==> src/pwtrs_pkg.sv <==
// Shared constants, register codes and types for the PID unit with target ramp and slew limit.
`timescale 1ns / 1ps

package pwtrs_pkg;

	// ticks spent waiting between two ramp steps
	localparam int RAMP_INTERVAL = 10;
	localparam int TICK_W        = (RAMP_INTERVAL < 1) ? 1 : $clog2(RAMP_INTERVAL + 1);

	// request opcodes
	localparam logic [1:0] OP_KEEP = 2'd0;
	localparam logic [1:0] OP_SET  = 2'd1;
	localparam logic [1:0] OP_RAMP = 2'd2;

	// configuration register indexes
	localparam int CFG_IDX_W = 3;
	localparam logic [CFG_IDX_W-1:0] CFG_GAIN_P     = 3'd0;
	localparam logic [CFG_IDX_W-1:0] CFG_GAIN_I     = 3'd1;
	localparam logic [CFG_IDX_W-1:0] CFG_GAIN_D     = 3'd2;
	localparam logic [CFG_IDX_W-1:0] CFG_I_LIMIT    = 3'd3;
	localparam logic [CFG_IDX_W-1:0] CFG_OUT_LIMIT  = 3'd4;
	localparam logic [CFG_IDX_W-1:0] CFG_SLEW_STEP  = 3'd5;
	localparam logic [CFG_IDX_W-1:0] CFG_RAMP_STEP  = 3'd6;
	localparam logic [CFG_IDX_W-1:0] CFG_I_WINDOW   = 3'd7;

	// configuration register file contents
	typedef struct packed {
		logic signed [15:0] gain_p;
		logic signed [15:0] gain_i;
		logic signed [15:0] gain_d;
		logic [14:0]        integral_term_limit;
		logic [14:0]        output_limit;
		logic [15:0]        slew_step;
		logic [15:0]        ramp_step;
		logic [15:0]        integral_window;
	} cfg_t;

	// one tick's command to the target tracker
	typedef struct packed {
		logic               step;
		logic [1:0]         opcode;
		logic signed [15:0] new_target;
	} tgt_cmd_t;

endpackage

==> src/pid_with_target_ramp_and_slew_unit.sv <==
// Top level of the PID unit with target ramp, integral window and slew limit.
// Usage:
//   Input channel (in_valid / in_stall) carries one control tick per request:
//   opcode, new_target and measured. Output channel (out_valid / out_stall)
//   returns one request per tick: drive and ramping.
//   Configuration goes in through cfg_we / cfg_index / cfg_data; the user
//   writes it only while the unit is idle, which the unit does not enforce;
//   writes take effect on the next tick.
// Datapath: an accepted request waits in the input register and is computed
//   in a single pass into the drive / target state registers.
// Throughput: one request per cycle while out_stall is low; the single
//   registered pass through the integral multiply, sum clamps and slew
//   compare bounds the clock period.
// Reset: the tracker and PID state clears (target, ramp goal, error history,
//   error sum and last drive become zero), the configuration registers take
//   their reset values and both channels come up empty.
// Stall: while out_stall holds a pending result, the state does not move;
//   one further request can wait in the input register, after which in_stall
//   rises.
`timescale 1ns / 1ps

module pid_with_target_ramp_and_slew_unit import pwtrs_pkg::*; (
	input  logic                 clk,
	input  logic                 arst_n,
	input  logic                 cfg_we,
	input  logic [CFG_IDX_W-1:0] cfg_index,
	input  logic [15:0]          cfg_data,
	input  logic                 in_valid,
	output logic                 in_stall,
	input  logic [1:0]           opcode,
	input  logic signed [15:0]   new_target,
	input  logic signed [15:0]   measured,
	output logic                 out_valid,
	input  logic                 out_stall,
	output logic signed [15:0]   drive,
	output logic                 ramping
);

	cfg_t               cfg;
	tgt_cmd_t           tgt_cmd;
	logic               valid_s1, out_valid_q, advance, accept;
	logic [1:0]         opcode_s1;
	logic signed [15:0] target_s1, measured_s1, target_next;

	// handshake control
	assign advance  = valid_s1 && (!out_valid_q || !out_stall);
	assign in_stall = valid_s1 && !advance;
	assign accept   = in_valid && !in_stall;

	always_ff @(posedge clk or negedge arst_n) begin
		if (!arst_n) begin
			valid_s1    <= 1'b0;
			out_valid_q <= 1'b0;
		end else begin
			if (accept)
				valid_s1 <= 1'b1;
			else if (advance)
				valid_s1 <= 1'b0;
			if (advance)
				out_valid_q <= 1'b1;
			else if (!out_stall)
				out_valid_q <= 1'b0;
		end
	end

	// input register
	always_ff @(posedge clk) begin
		if (accept) begin
			opcode_s1   <= opcode;
			target_s1   <= new_target;
			measured_s1 <= measured;
		end
	end

	pwtrs_cfg u_cfg (
		.clk       (clk),
		.arst_n    (arst_n),
		.cfg_we    (cfg_we),
		.cfg_index (cfg_index),
		.cfg_data  (cfg_data),
		.cfg       (cfg)
	);

	assign tgt_cmd.step       = advance;
	assign tgt_cmd.opcode     = opcode_s1;
	assign tgt_cmd.new_target = target_s1;

	pwtrs_target u_target (
		.clk         (clk),
		.arst_n      (arst_n),
		.cmd         (tgt_cmd),
		.ramp_step   (cfg.ramp_step),
		.target_next (target_next),
		.ramp_active (ramping)
	);

	pwtrs_pid u_pid (
		.clk      (clk),
		.arst_n   (arst_n),
		.step     (advance),
		.target   (target_next),
		.measured (measured_s1),
		.cfg      (cfg),
		.drive    (drive)
	);

	assign out_valid = out_valid_q;

endmodule

==> src/pwtrs_cfg.sv <==
// Configuration register file of the PID unit.
`timescale 1ns / 1ps

module pwtrs_cfg import pwtrs_pkg::*; (
	input  logic                 clk,
	input  logic                 arst_n,
	input  logic                 cfg_we,
	input  logic [CFG_IDX_W-1:0] cfg_index,
	input  logic [15:0]          cfg_data,
	output cfg_t                 cfg
);

	cfg_t cfg_q;

	// register writes, indexed by position in the register list
	always_ff @(posedge clk or negedge arst_n) begin
		if (!arst_n) begin
			cfg_q.gain_p              <= '0;
			cfg_q.gain_i              <= '0;
			cfg_q.gain_d              <= '0;
			cfg_q.integral_term_limit <= 15'h7fff;
			cfg_q.output_limit        <= 15'h7fff;
			cfg_q.slew_step           <= 16'hffff;
			cfg_q.ramp_step           <= '0;
			cfg_q.integral_window     <= 16'hffff;
		end else if (cfg_we) begin
			case (cfg_index)
				CFG_GAIN_P:    cfg_q.gain_p              <= $signed(cfg_data);
				CFG_GAIN_I:    cfg_q.gain_i              <= $signed(cfg_data);
				CFG_GAIN_D:    cfg_q.gain_d              <= $signed(cfg_data);
				CFG_I_LIMIT:   cfg_q.integral_term_limit <= cfg_data[14:0];
				CFG_OUT_LIMIT: cfg_q.output_limit        <= cfg_data[14:0];
				CFG_SLEW_STEP: cfg_q.slew_step           <= cfg_data;
				CFG_RAMP_STEP: cfg_q.ramp_step           <= cfg_data;
				CFG_I_WINDOW:  cfg_q.integral_window     <= cfg_data;
				default: ;
			endcase
		end
	end

	assign cfg = cfg_q;

endmodule

==> src/pwtrs_target.sv <==
// Target tracker: opcode handling and stepped ramp toward the ramp goal.
`timescale 1ns / 1ps

module pwtrs_target import pwtrs_pkg::*; (
	input  logic               clk,
	input  logic               arst_n,
	input  tgt_cmd_t           cmd,
	input  logic [15:0]        ramp_step,
	output logic signed [15:0] target_next,
	output logic               ramp_active
);

	logic signed [15:0] target_q, goal_q;
	logic               active_q;
	logic [TICK_W-1:0]  tick_q;

	logic signed [15:0] tgt_a, goal_a, tgt_n;
	logic               act_a, act_n;
	logic [TICK_W-1:0]  tick_n;
	logic signed [17:0] tgt_ext, goal_ext, step_ext, up, dn;

	always_comb begin
		// opcode first
		tgt_a  = target_q;
		goal_a = goal_q;
		act_a  = active_q;
		case (cmd.opcode)
			OP_SET: tgt_a = cmd.new_target;
			OP_RAMP: begin
				if (goal_q != cmd.new_target) begin
					goal_a = cmd.new_target;
					act_a  = 1'b1;
				end
			end
			default: ;
		endcase

		// ramp step, landing on the goal once reached or passed
		tgt_ext  = 18'(tgt_a);
		goal_ext = 18'(goal_a);
		step_ext = $signed({2'b00, ramp_step});
		up       = tgt_ext + step_ext;
		dn       = tgt_ext - step_ext;
		tgt_n    = tgt_a;
		act_n    = act_a;
		tick_n   = tick_q;
		if (act_a) begin
			if (tick_q < TICK_W'(RAMP_INTERVAL)) begin
				tick_n = tick_q + 1'b1;
			end else begin
				tick_n = '0;
				if (tgt_a < goal_a) begin
					if (up >= goal_ext) begin
						tgt_n = goal_a;
						act_n = 1'b0;
					end else begin
						tgt_n = up[15:0];
					end
				end else if (tgt_a > goal_a) begin
					if (dn <= goal_ext) begin
						tgt_n = goal_a;
						act_n = 1'b0;
					end else begin
						tgt_n = dn[15:0];
					end
				end else begin
					act_n = 1'b0;
				end
			end
		end
	end

	// state update once per tick
	always_ff @(posedge clk or negedge arst_n) begin
		if (!arst_n) begin
			target_q <= '0;
			goal_q   <= '0;
			active_q <= 1'b0;
			tick_q   <= '0;
		end else if (cmd.step) begin
			target_q <= tgt_n;
			goal_q   <= goal_a;
			active_q <= act_n;
			tick_q   <= tick_n;
		end
	end

	assign target_next = tgt_n;
	assign ramp_active = active_q;

endmodule

==> src/pwtrs_pid.sv <==
// PID datapath: error, P/I/D terms, integral window, clamps and slew limit.
`timescale 1ns / 1ps

module pwtrs_pid import pwtrs_pkg::*; (
	input  logic               clk,
	input  logic               arst_n,
	input  logic               step,
	input  logic signed [15:0] target,
	input  logic signed [15:0] measured,
	input  cfg_t               cfg,
	output logic signed [15:0] drive
);

	logic signed [16:0] err_q;
	logic signed [31:0] esum_q;
	logic signed [15:0] drive_q;

	logic signed [16:0] err;
	logic signed [17:0] derr, err18, win18;
	logic signed [32:0] p_prod, s33;
	logic signed [33:0] d_prod;
	logic signed [47:0] i_prod;
	logic signed [39:0] i_raw, ilim40;
	logic signed [15:0] i_term, sum16, drv;
	logic signed [31:0] esum_n;
	logic signed [27:0] sum28, olim28;
	logic signed [17:0] delta, slew18;
	logic               in_win;

	always_comb begin
		// error and its change since the last tick
		err   = 17'(target) - 17'(measured);
		derr  = 18'(err) - 18'(err_q);

		// products, floor division by 256 via dropping the low byte
		p_prod = cfg.gain_p * err;
		d_prod = cfg.gain_d * derr;

		// integral window test and saturating error sum
		err18  = 18'(err);
		win18  = $signed({2'b00, cfg.integral_window});
		in_win = (err18 < win18) && (err18 > -win18);
		s33    = 33'(esum_q) + 33'(err);
		if (s33[32] != s33[31])
			esum_n = s33[32] ? 32'sh8000_0000 : 32'sh7fff_ffff;
		else
			esum_n = s33[31:0];

		// integral term and its clamp
		i_prod = cfg.gain_i * esum_n;
		i_raw  = i_prod[47:8];
		ilim40 = $signed({25'd0, cfg.integral_term_limit});
		if (i_raw > ilim40)
			i_term = ilim40[15:0];
		else if (i_raw < -ilim40)
			i_term = -ilim40[15:0];
		else
			i_term = i_raw[15:0];

		// summed output and its clamp
		sum28 = 28'($signed(p_prod[32:8])) + 28'($signed(d_prod[33:8]));
		if (in_win)
			sum28 = sum28 + 28'(i_term);
		olim28 = $signed({13'd0, cfg.output_limit});
		if (sum28 > olim28)
			sum16 = olim28[15:0];
		else if (sum28 < -olim28)
			sum16 = -olim28[15:0];
		else
			sum16 = sum28[15:0];

		// slew limit against the last drive
		delta  = 18'(sum16) - 18'(drive_q);
		slew18 = $signed({2'b00, cfg.slew_step});
		drv    = sum16;
		if (delta > slew18)
			drv = drive_q + cfg.slew_step;
		else if (delta < -slew18)
			drv = drive_q - cfg.slew_step;
	end

	always_ff @(posedge clk or negedge arst_n) begin
		if (!arst_n) begin
			err_q   <= '0;
			esum_q  <= '0;
			drive_q <= '0;
		end else if (step) begin
			err_q   <= err;
			drive_q <= drv;
			if (in_win)
				esum_q <= esum_n;
		end
	end

	assign drive = drive_q;

endmodule

==> config.mk <==
export PLATFORM = sky130hd
export DESIGN_NAME = pid_with_target_ramp_and_slew_unit
export DESIGN_NICKNAME = d
export VERILOG_FILES = /design/src/pwtrs_pkg.sv /design/src/pid_with_target_ramp_and_slew_unit.sv /design/src/pwtrs_cfg.sv /design/src/pwtrs_target.sv /design/src/pwtrs_pid.sv
export SDC_FILE = /design/constraint.sdc
export NUM_CORES = 2
export LEC_CHECK = 0
export BUFFER_PORTS_ARGS = -buffer_cell sky130_fd_sc_hd__buf_2
export CAP_MARGIN = 10
export CELL_PAD_IN_SITES_DETAIL_PLACEMENT = 1
export CELL_PAD_IN_SITES_GLOBAL_PLACEMENT = 2
export CORE_MARGIN = 4
export CORE_UTILIZATION = 46
export CTS_CLUSTER_SIZE = 25
export DETAILED_ROUTE_END_ITERATION = 8
export GPL_TIMING_DRIVEN = 0
export PLACE_DENSITY = 0.94
export SLEW_MARGIN = 20
export SYNTH_ARGS = -nofsm -noshare
export SYNTH_HDL_FRONTEND = slang
export SYNTH_SLANG_ARGS = --single-unit
export TNS_END_PERCENT = 10
==> constraint.sdc <==
create_clock -name clk -period 57 [get_ports clk]
set_input_delay 5.7 -clock clk [delete_from_list [all_inputs] [get_ports clk]]
set_output_delay 5.7 -clock clk [all_outputs]
set_load 0.02 [all_outputs]
# After elaboration in Yosys (flattened, before gate mapping)

Index checks and enable logic that the tools add are counted.

$add $sub $neg: 17
Mux-type cells: 31
Reductions and logical operators: 21
Multipliers: 3
Equality and inequality tests: 12
$lt $le $gt $ge: 13

Operator list:

| operator                       | count |
|---|---|
| 2-to-1 mux 16 bit              | 15 |
| 2-to-1 mux 32 bit              | 2 |
| multiplier 16 x 32 -> 48 bit   | 1 |
| > comparator 40 x 16 -> 1 bit  | 1 |
| < comparator 40 bit            | 1 |
| negator 15 -> 40 bit           | 1 |
| negator 16 -> 18 bit           | 2 |
| multiplier 16 x 18 -> 34 bit   | 1 |
| subtractor 16 x 16 -> 17 bit   | 2 |
| adder 32 x 17 -> 33 bit        | 1 |
| multiplier 16 x 17 -> 33 bit   | 1 |
| negator 15 -> 16 bit           | 2 |
| adder 27 x 16 -> 28 bit        | 1 |
| > comparator 28 x 16 -> 1 bit  | 1 |
| < comparator 28 bit            | 1 |
| 2-to-1 mux 28 bit              | 1 |
| negator 15 -> 28 bit           | 1 |
| adder 25 x 26 -> 27 bit        | 1 |
| AND reduction 2 bit            | 10 |
| adder 16 x 17 -> 18 bit        | 1 |
| >= comparator 18 x 16 -> 1 bit | 1 |
| > comparator 17 x 18 -> 1 bit  | 1 |
| > comparator 18 x 17 -> 1 bit  | 1 |
| <= comparator 18 x 16 -> 1 bit | 1 |
| other kinds (25)               | 46 |

Word-level logic and storage cells: 117
Input port bits: 58
Output and inout port bits: 19
Bits in registers: 264

# Depth between registers and ports, before layout

Depth after elaboration: 26
Gate-level depth with buffers: 152
Depth with buffers taken out: 140

# Hierarchy

Synthesis repeated with hierarchy kept, for this count alone.

Cells, all modules: 7,467
Area, all modules: 66,289.8 µm²

Modules (own cells, without submodules):

| module                             | cells an instance | times used | area an instance (µm²) | sequential area each (µm²) |
|---|---|---|---|---|
| pwtrs_pid                          | 6,462             | 1          | 54,642.4               | 1,626.6 |
| pwtrs_target                       | 688               | 1          | 5,616.6                | 925.9 |
| pwtrs_cfg                          | 275               | 1          | 4,917.2                | 3,230.6 |
| pid_with_target_ramp_and_slew_unit | 42                | 1          | 1,113.6                | 1,071.0 |

# Worst setup path after synthesis

Ideal clock, no wire load.

Kind: register to register
Start: register opcode_s1[0]
End: register u_pid.drive_q[12], in the netlist u_pid.drive[12]
Path buffers: 13
Clock period less this slack: 28.139 ns
Path slack: 28.861 ns
Data required time: 56.889 ns
Setup time: 0.111 ns
Data arrival time: 28.027 ns
Cell stages (with the launch flop): 130
Cells stage by stage: edfxtp_1 nand2b_1 clkbuf_1 buf_1 mux2i_1 inv_1 ha_1 nand2b_1 a21oi_1 o21bai_1 a21oi_1 o21bai_1 a21oi_1 o21bai_1 a21oi_1 o41a_1 a221o_1 a221o_1 [94 not listed] o211ai_1 nand3_1 nand3_1 a21boi_0 o21ai_0 nand2b_1 a21oi_1 xnor2_1 ha_1 nand2_1 or3_1 a311o_1 buf_6 and2_1 buf_2 nand2_2 nor2_1 a2111oi_2

Word-level cells in the longest chain between the ends: 26
Elaborated cells on any way between the ends: 45
Classes of those cells: 8 x add/sub; 3 x mul; 12 x order compare; 3 x eq/ne; 18 x mux; 1 x reduce/logical

Ends and longest elaborated chain:

| element                        | line                                     | RTL |
|---|---|---|
| start, declared                | pid_with_target_ramp_and_slew_unit.sv:42 | `logic [1:0] opcode_s1;` |
| start signal, assigned         | pid_with_target_ramp_and_slew_unit.sv:69 | `opcode_s1 <= opcode;` |
| == test 2 x 1 -> 1 bit         | pwtrs_target.sv:27                       | `case (cmd.opcode)` |
| 2-to-1 mux 16 bit              | pwtrs_target.sv:27                       |  |
| subtractor 16 x 17 -> 18 bit   | pwtrs_target.sv:43                       | `dn = tgt_ext - step_ext;` |
| <= comparator 18 x 16 -> 1 bit | pwtrs_target.sv:60                       | `if (dn <= goal_ext) begin` |
| 2-to-1 mux 16 bit              | pwtrs_target.sv:60                       |  |
| 2-to-1 mux 16 bit              | pwtrs_target.sv:59                       | `end else if (tgt_a > goal_a) begin` |
| 2-to-1 mux 16 bit              | pwtrs_target.sv:52                       | `if (tgt_a < goal_a) begin` |
| 2-to-1 mux 16 bit              | pwtrs_target.sv:48                       | `if (tick_q < TICK_W'(RAMP_INTERVAL)) begin` |
| [1 not listed]                 | -                                        |  |
| via target_next[5]             | pid_with_target_ramp_and_slew_unit.sv:43 | `logic signed [15:0] target_s1, measured_s1, target_next;` |
| [1 not listed]                 | -                                        |  |
| via u_pid.err[14]              | pwtrs_pid.sv:18                          | `logic signed [16:0] err;` |
| [8 not listed]                 | -                                        |  |
| 2-to-1 mux 28 bit *            | pwtrs_pid.sv:62                          | `if (in_win)` |
| < comparator 28 bit            | pwtrs_pid.sv:67                          | `else if (sum28 < -olim28)` |
| 2-to-1 mux 16 bit              | pwtrs_pid.sv:67                          |  |
| 2-to-1 mux 16 bit *            | pwtrs_pid.sv:65                          | `if (sum28 > olim28)` |
| subtractor 16 x 16 -> 17 bit   | pwtrs_pid.sv:73                          | `delta = 18'(sum16) - 18'(drive_q);` |
| < comparator 18 bit            | pwtrs_pid.sv:78                          | `else if (delta < -slew18)` |
| 2-to-1 mux 16 bit              | pwtrs_pid.sv:78                          |  |
| 2-to-1 mux 16 bit *            | pwtrs_pid.sv:76                          | `if (delta > slew18)` |
| end signal, assigned           | pwtrs_pid.sv:89                          | `drive_q <= drv;` |
| end, declared                  | pwtrs_pid.sv:16                          | `logic signed [15:0] drive_q;` |

Mark *: on every way through the listed nets, which the timed path passes. The rest lies on a longest branch.
A chain may end at the register's enable or synchronous reset.

# Worst setup path in the final report

Start: register opcode_s1[0]
End: register u_pid.drive_q[7], in the netlist u_pid.drive[7]

Same word-level chain as after synthesis.

==> results.cfg <==
[route]
num_vias = 57760
drt_pass1_iterations = 5
wire_per_inst_um = 24.90
dr.first_iter.drc_count = 4214
route.detailed.drc = 0
via_per_inst = 5.870
ant_nets = 0
wl_mm = 245.0

[sta]
finalMaxSlewViolations = 0
slew_headroom_pct = 15.36
worst_pin_slew_ps = 1270
max_freq_ghz = 0.02581
clock_skew_ps = 40.97
fin_crit_ps = 38750
setup_violations = 0
setup_tns_ps = 0
period_share_pct = 67.98
rsz0062_at_grt = no
hold_violations = 0

[logic_synthesis]
synth_compound_area_share_pct = 11.72
synth-seq-area-share_pct = 10.12
synthMostInstantiatedCell = inv_1
synth.area.mux_share_pct = 3.695
synth_top_family_by_area = adder cells
yosysTopAreaCell = fa_1
synth.distinct_cells = 119
async_reset_ff_share_pct = 87.12
synth_xor_xnor_area_share_pct = 3.904
synthAdderAreaFrac_pct = 43.94
syn-num-nets = 9562
ys_warn_count = 0
synth_ff_type = dfrtp_1
ys_ff_latch = 264
synthSimpleGateAreaFrac_pct = 16.87
synth_edf_count = 34
synthCells = 7761
netlist_area_sq_mm = 0.06773
synth_area_leaders = fa_1 (31%), ha_1 (13%), inv_1 (7.9%)
yosys.area.top_type_share_pct = 31.30
syn_area_per_cell_sq_um = 8.727
synthTopCellsByCount = inv_1 (1427), fa_1 (1059), nand2_1 (865)

[die]
die_area_sq_mm = 0.1534
die_x_um = 391.7
rows = 140
initial_core_util_pct = 46.42
die_y_um = 391.7
io_pins = 77
core_area_sq_mm = 0.1459

[finish]
drive_gt1_share_pct = 6.573
fillers = 17360
area_growth_pct = 6.555
fin_nets = 9682

[setup_path]
critPathCaptureType = flip-flop
crit_slowest_cell = clkbuf_1
crit_top_cell = ha_1
start_kind = flip-flop
max_stage_delay_ps = 1000
arrival_ps = 39250
critPathMaxFanout = 13
path_class = flip-flop to flip-flop
crit_required_ps = 57500

[cts]
cts-resized-gates = 0
post-cts-setup-buffers = 0
cts.sinks = 264
cts_tree = built
path_clk_slew_ps = 60
htreeDepth = 2
cts_inserted_buffers = 38
clockRootBuffer = clkbuf_16
cts_max_path_buffers = 3
ctsHoldBuffers = 0
worst_skew_pair.late_latency_ps = 630

[run]
drv_cap = 0

[worst_hold_path]
hp-class = flip-flop to flip-flop

[grt]
grt_pass1_wl_mm = 377.6
grt-ovfl-total = 0
grt_pass1_vias = 62400
antenna_found_initial = 25
grt_start_max_net_pins = 87
track_usage_pct = 32.15

[placed_design]
portBuffers = 72
gp_congestion = 0.9676
dp_hpwl_mm = 201.4

[outcome]
outcome = finished, final reports clean
-- flip-flops by register name, indices dropped and copies added, names as in the netlist --
name / flops
u_target.target_q: 16
u_pid.esum_q: 32
u_target.goal_q: 16
valid_s1: 1
u_target.ramp_active: 1
u_pid.drive: 16
u_cfg.cfg: 126
u_target.tick_q: 4
opcode_s1: 2
out_valid: 1
target_s1: 16
measured_s1: 16
u_pid.err_q: 17
-- logic make-up (layout without fill, tap and decap cells) --
family | count (synthesis) | in the layout
flops | 264 | 264
fa+ha+maj | 1743 | 1743
compound gates | 1199 | 1199
other cells | 0 | 11
buf+inv | 1740 | 1890
mux | 230 | 230
xor+xnor | 301 | 301
simple gates | 2284 | 2284
-- worst max-delay path: cells and delay by family (launching register included) --
kind	cells	cell delay, ps
XOR/XNOR	6	2030
adder cells (fa/ha/maj)	17	6870
flip-flops	1	390
AO/OA/AOI/OAI	54	14860
buffers and inverters	23	7180
multiplexers	5	1960
AND/OR/NAND/NOR	32	5230
-- routing by layer --
| layer | part of all wire (%) | up-vias | track usage (%) |
|---|---|---|---|
| met4 | 4.0 | 16 | 11.81 |
| li1 | - | 25290 | - |
| met1 | 43 | 29940 | 44.50 |
| met3 | 7.8 | 446 | 5.552 |
| met2 | 45 | 2067 | 50.72 |
| met5 | 0.047 | - | 0 |
-- path summary, 6_finish.rpt --
check	start	end	slack, ps	cells past startpoint
setup / recovery	opcode_s1[0]$_DFFE_PP_	u_pid.drive[7]$_DFFE_PN0P_	18250	137
hold / removal	u_target.target_q[4]$_DFFE_PN0P_	u_target.target_q[4]$_DFFE_PN0P_	510	1
setup reg to reg	opcode_s1[0]$_DFFE_PP_	u_pid.drive[7]$_DFFE_PN0P_	18250	137
hold reg to reg	u_target.target_q[4]$_DFFE_PN0P_	u_target.target_q[4]$_DFFE_PN0P_	510	1
max in group asynchronous	arst_n	u_cfg.cfg[110]$_DFFE_PN0P_	50990	2
min in group asynchronous	arst_n	u_cfg.cfg[107]$_DFFE_PN0P_	5040	1
-- cell usage in the layout (no fill, tap or decap), types with 90 or more instances in the layout --
cell type  instances
nand2_1          865
nand3_1          153
a21oi_1          297
clkbuf_1         272
and2_1           418
mux2_2           159
fa_1            1059
o21ai_0          257
nor2_1           263
xnor2_1          231
buf_2             90
a21o_1           110
nor3_1           103
inv_1           1427
nor2b_1          106
ha_1             684
dfrtp_1          168
-- per-stage QoR --
step	worst slack, ps	util, %	instance area [sq um]	cells	hold WS (ps)
after floorplan	28860	-	67730	7761	449.6
after global placement	19590	48.31	70490	9750	468.3
after detailed placement	19530	48.50	70770	9758	496.9
after CTS	19230	49.41	72090	9828	508.4
after global routing	16370	49.44	72140	9830	515.1
final	18250	49.46	72170	9839	511.0
-- cell type report --
cell class | count | area (sq um) | share of cell area, %
multi-input cells | 5757 | 54430 | 75.42
flip-flops and latches | 264 | 6854 | 9.498
inverters | 1432 | 5375 | 7.448
well taps | 1917 | 2399 | 3.324
plain buffers | 308 | 1242 | 1.722
clock buffers | 47 | 994.7 | 1.378
repair buffers | 80 | 525.5 | 0.7282
clock inverters | 23 | 322.8 | 0.4473
diodes | 11 | 27.53 | 0.03814
Power is left out: the tool's default activity adds up to more than one toggle a clock period on the data nets, which glitch-free logic cannot reach.
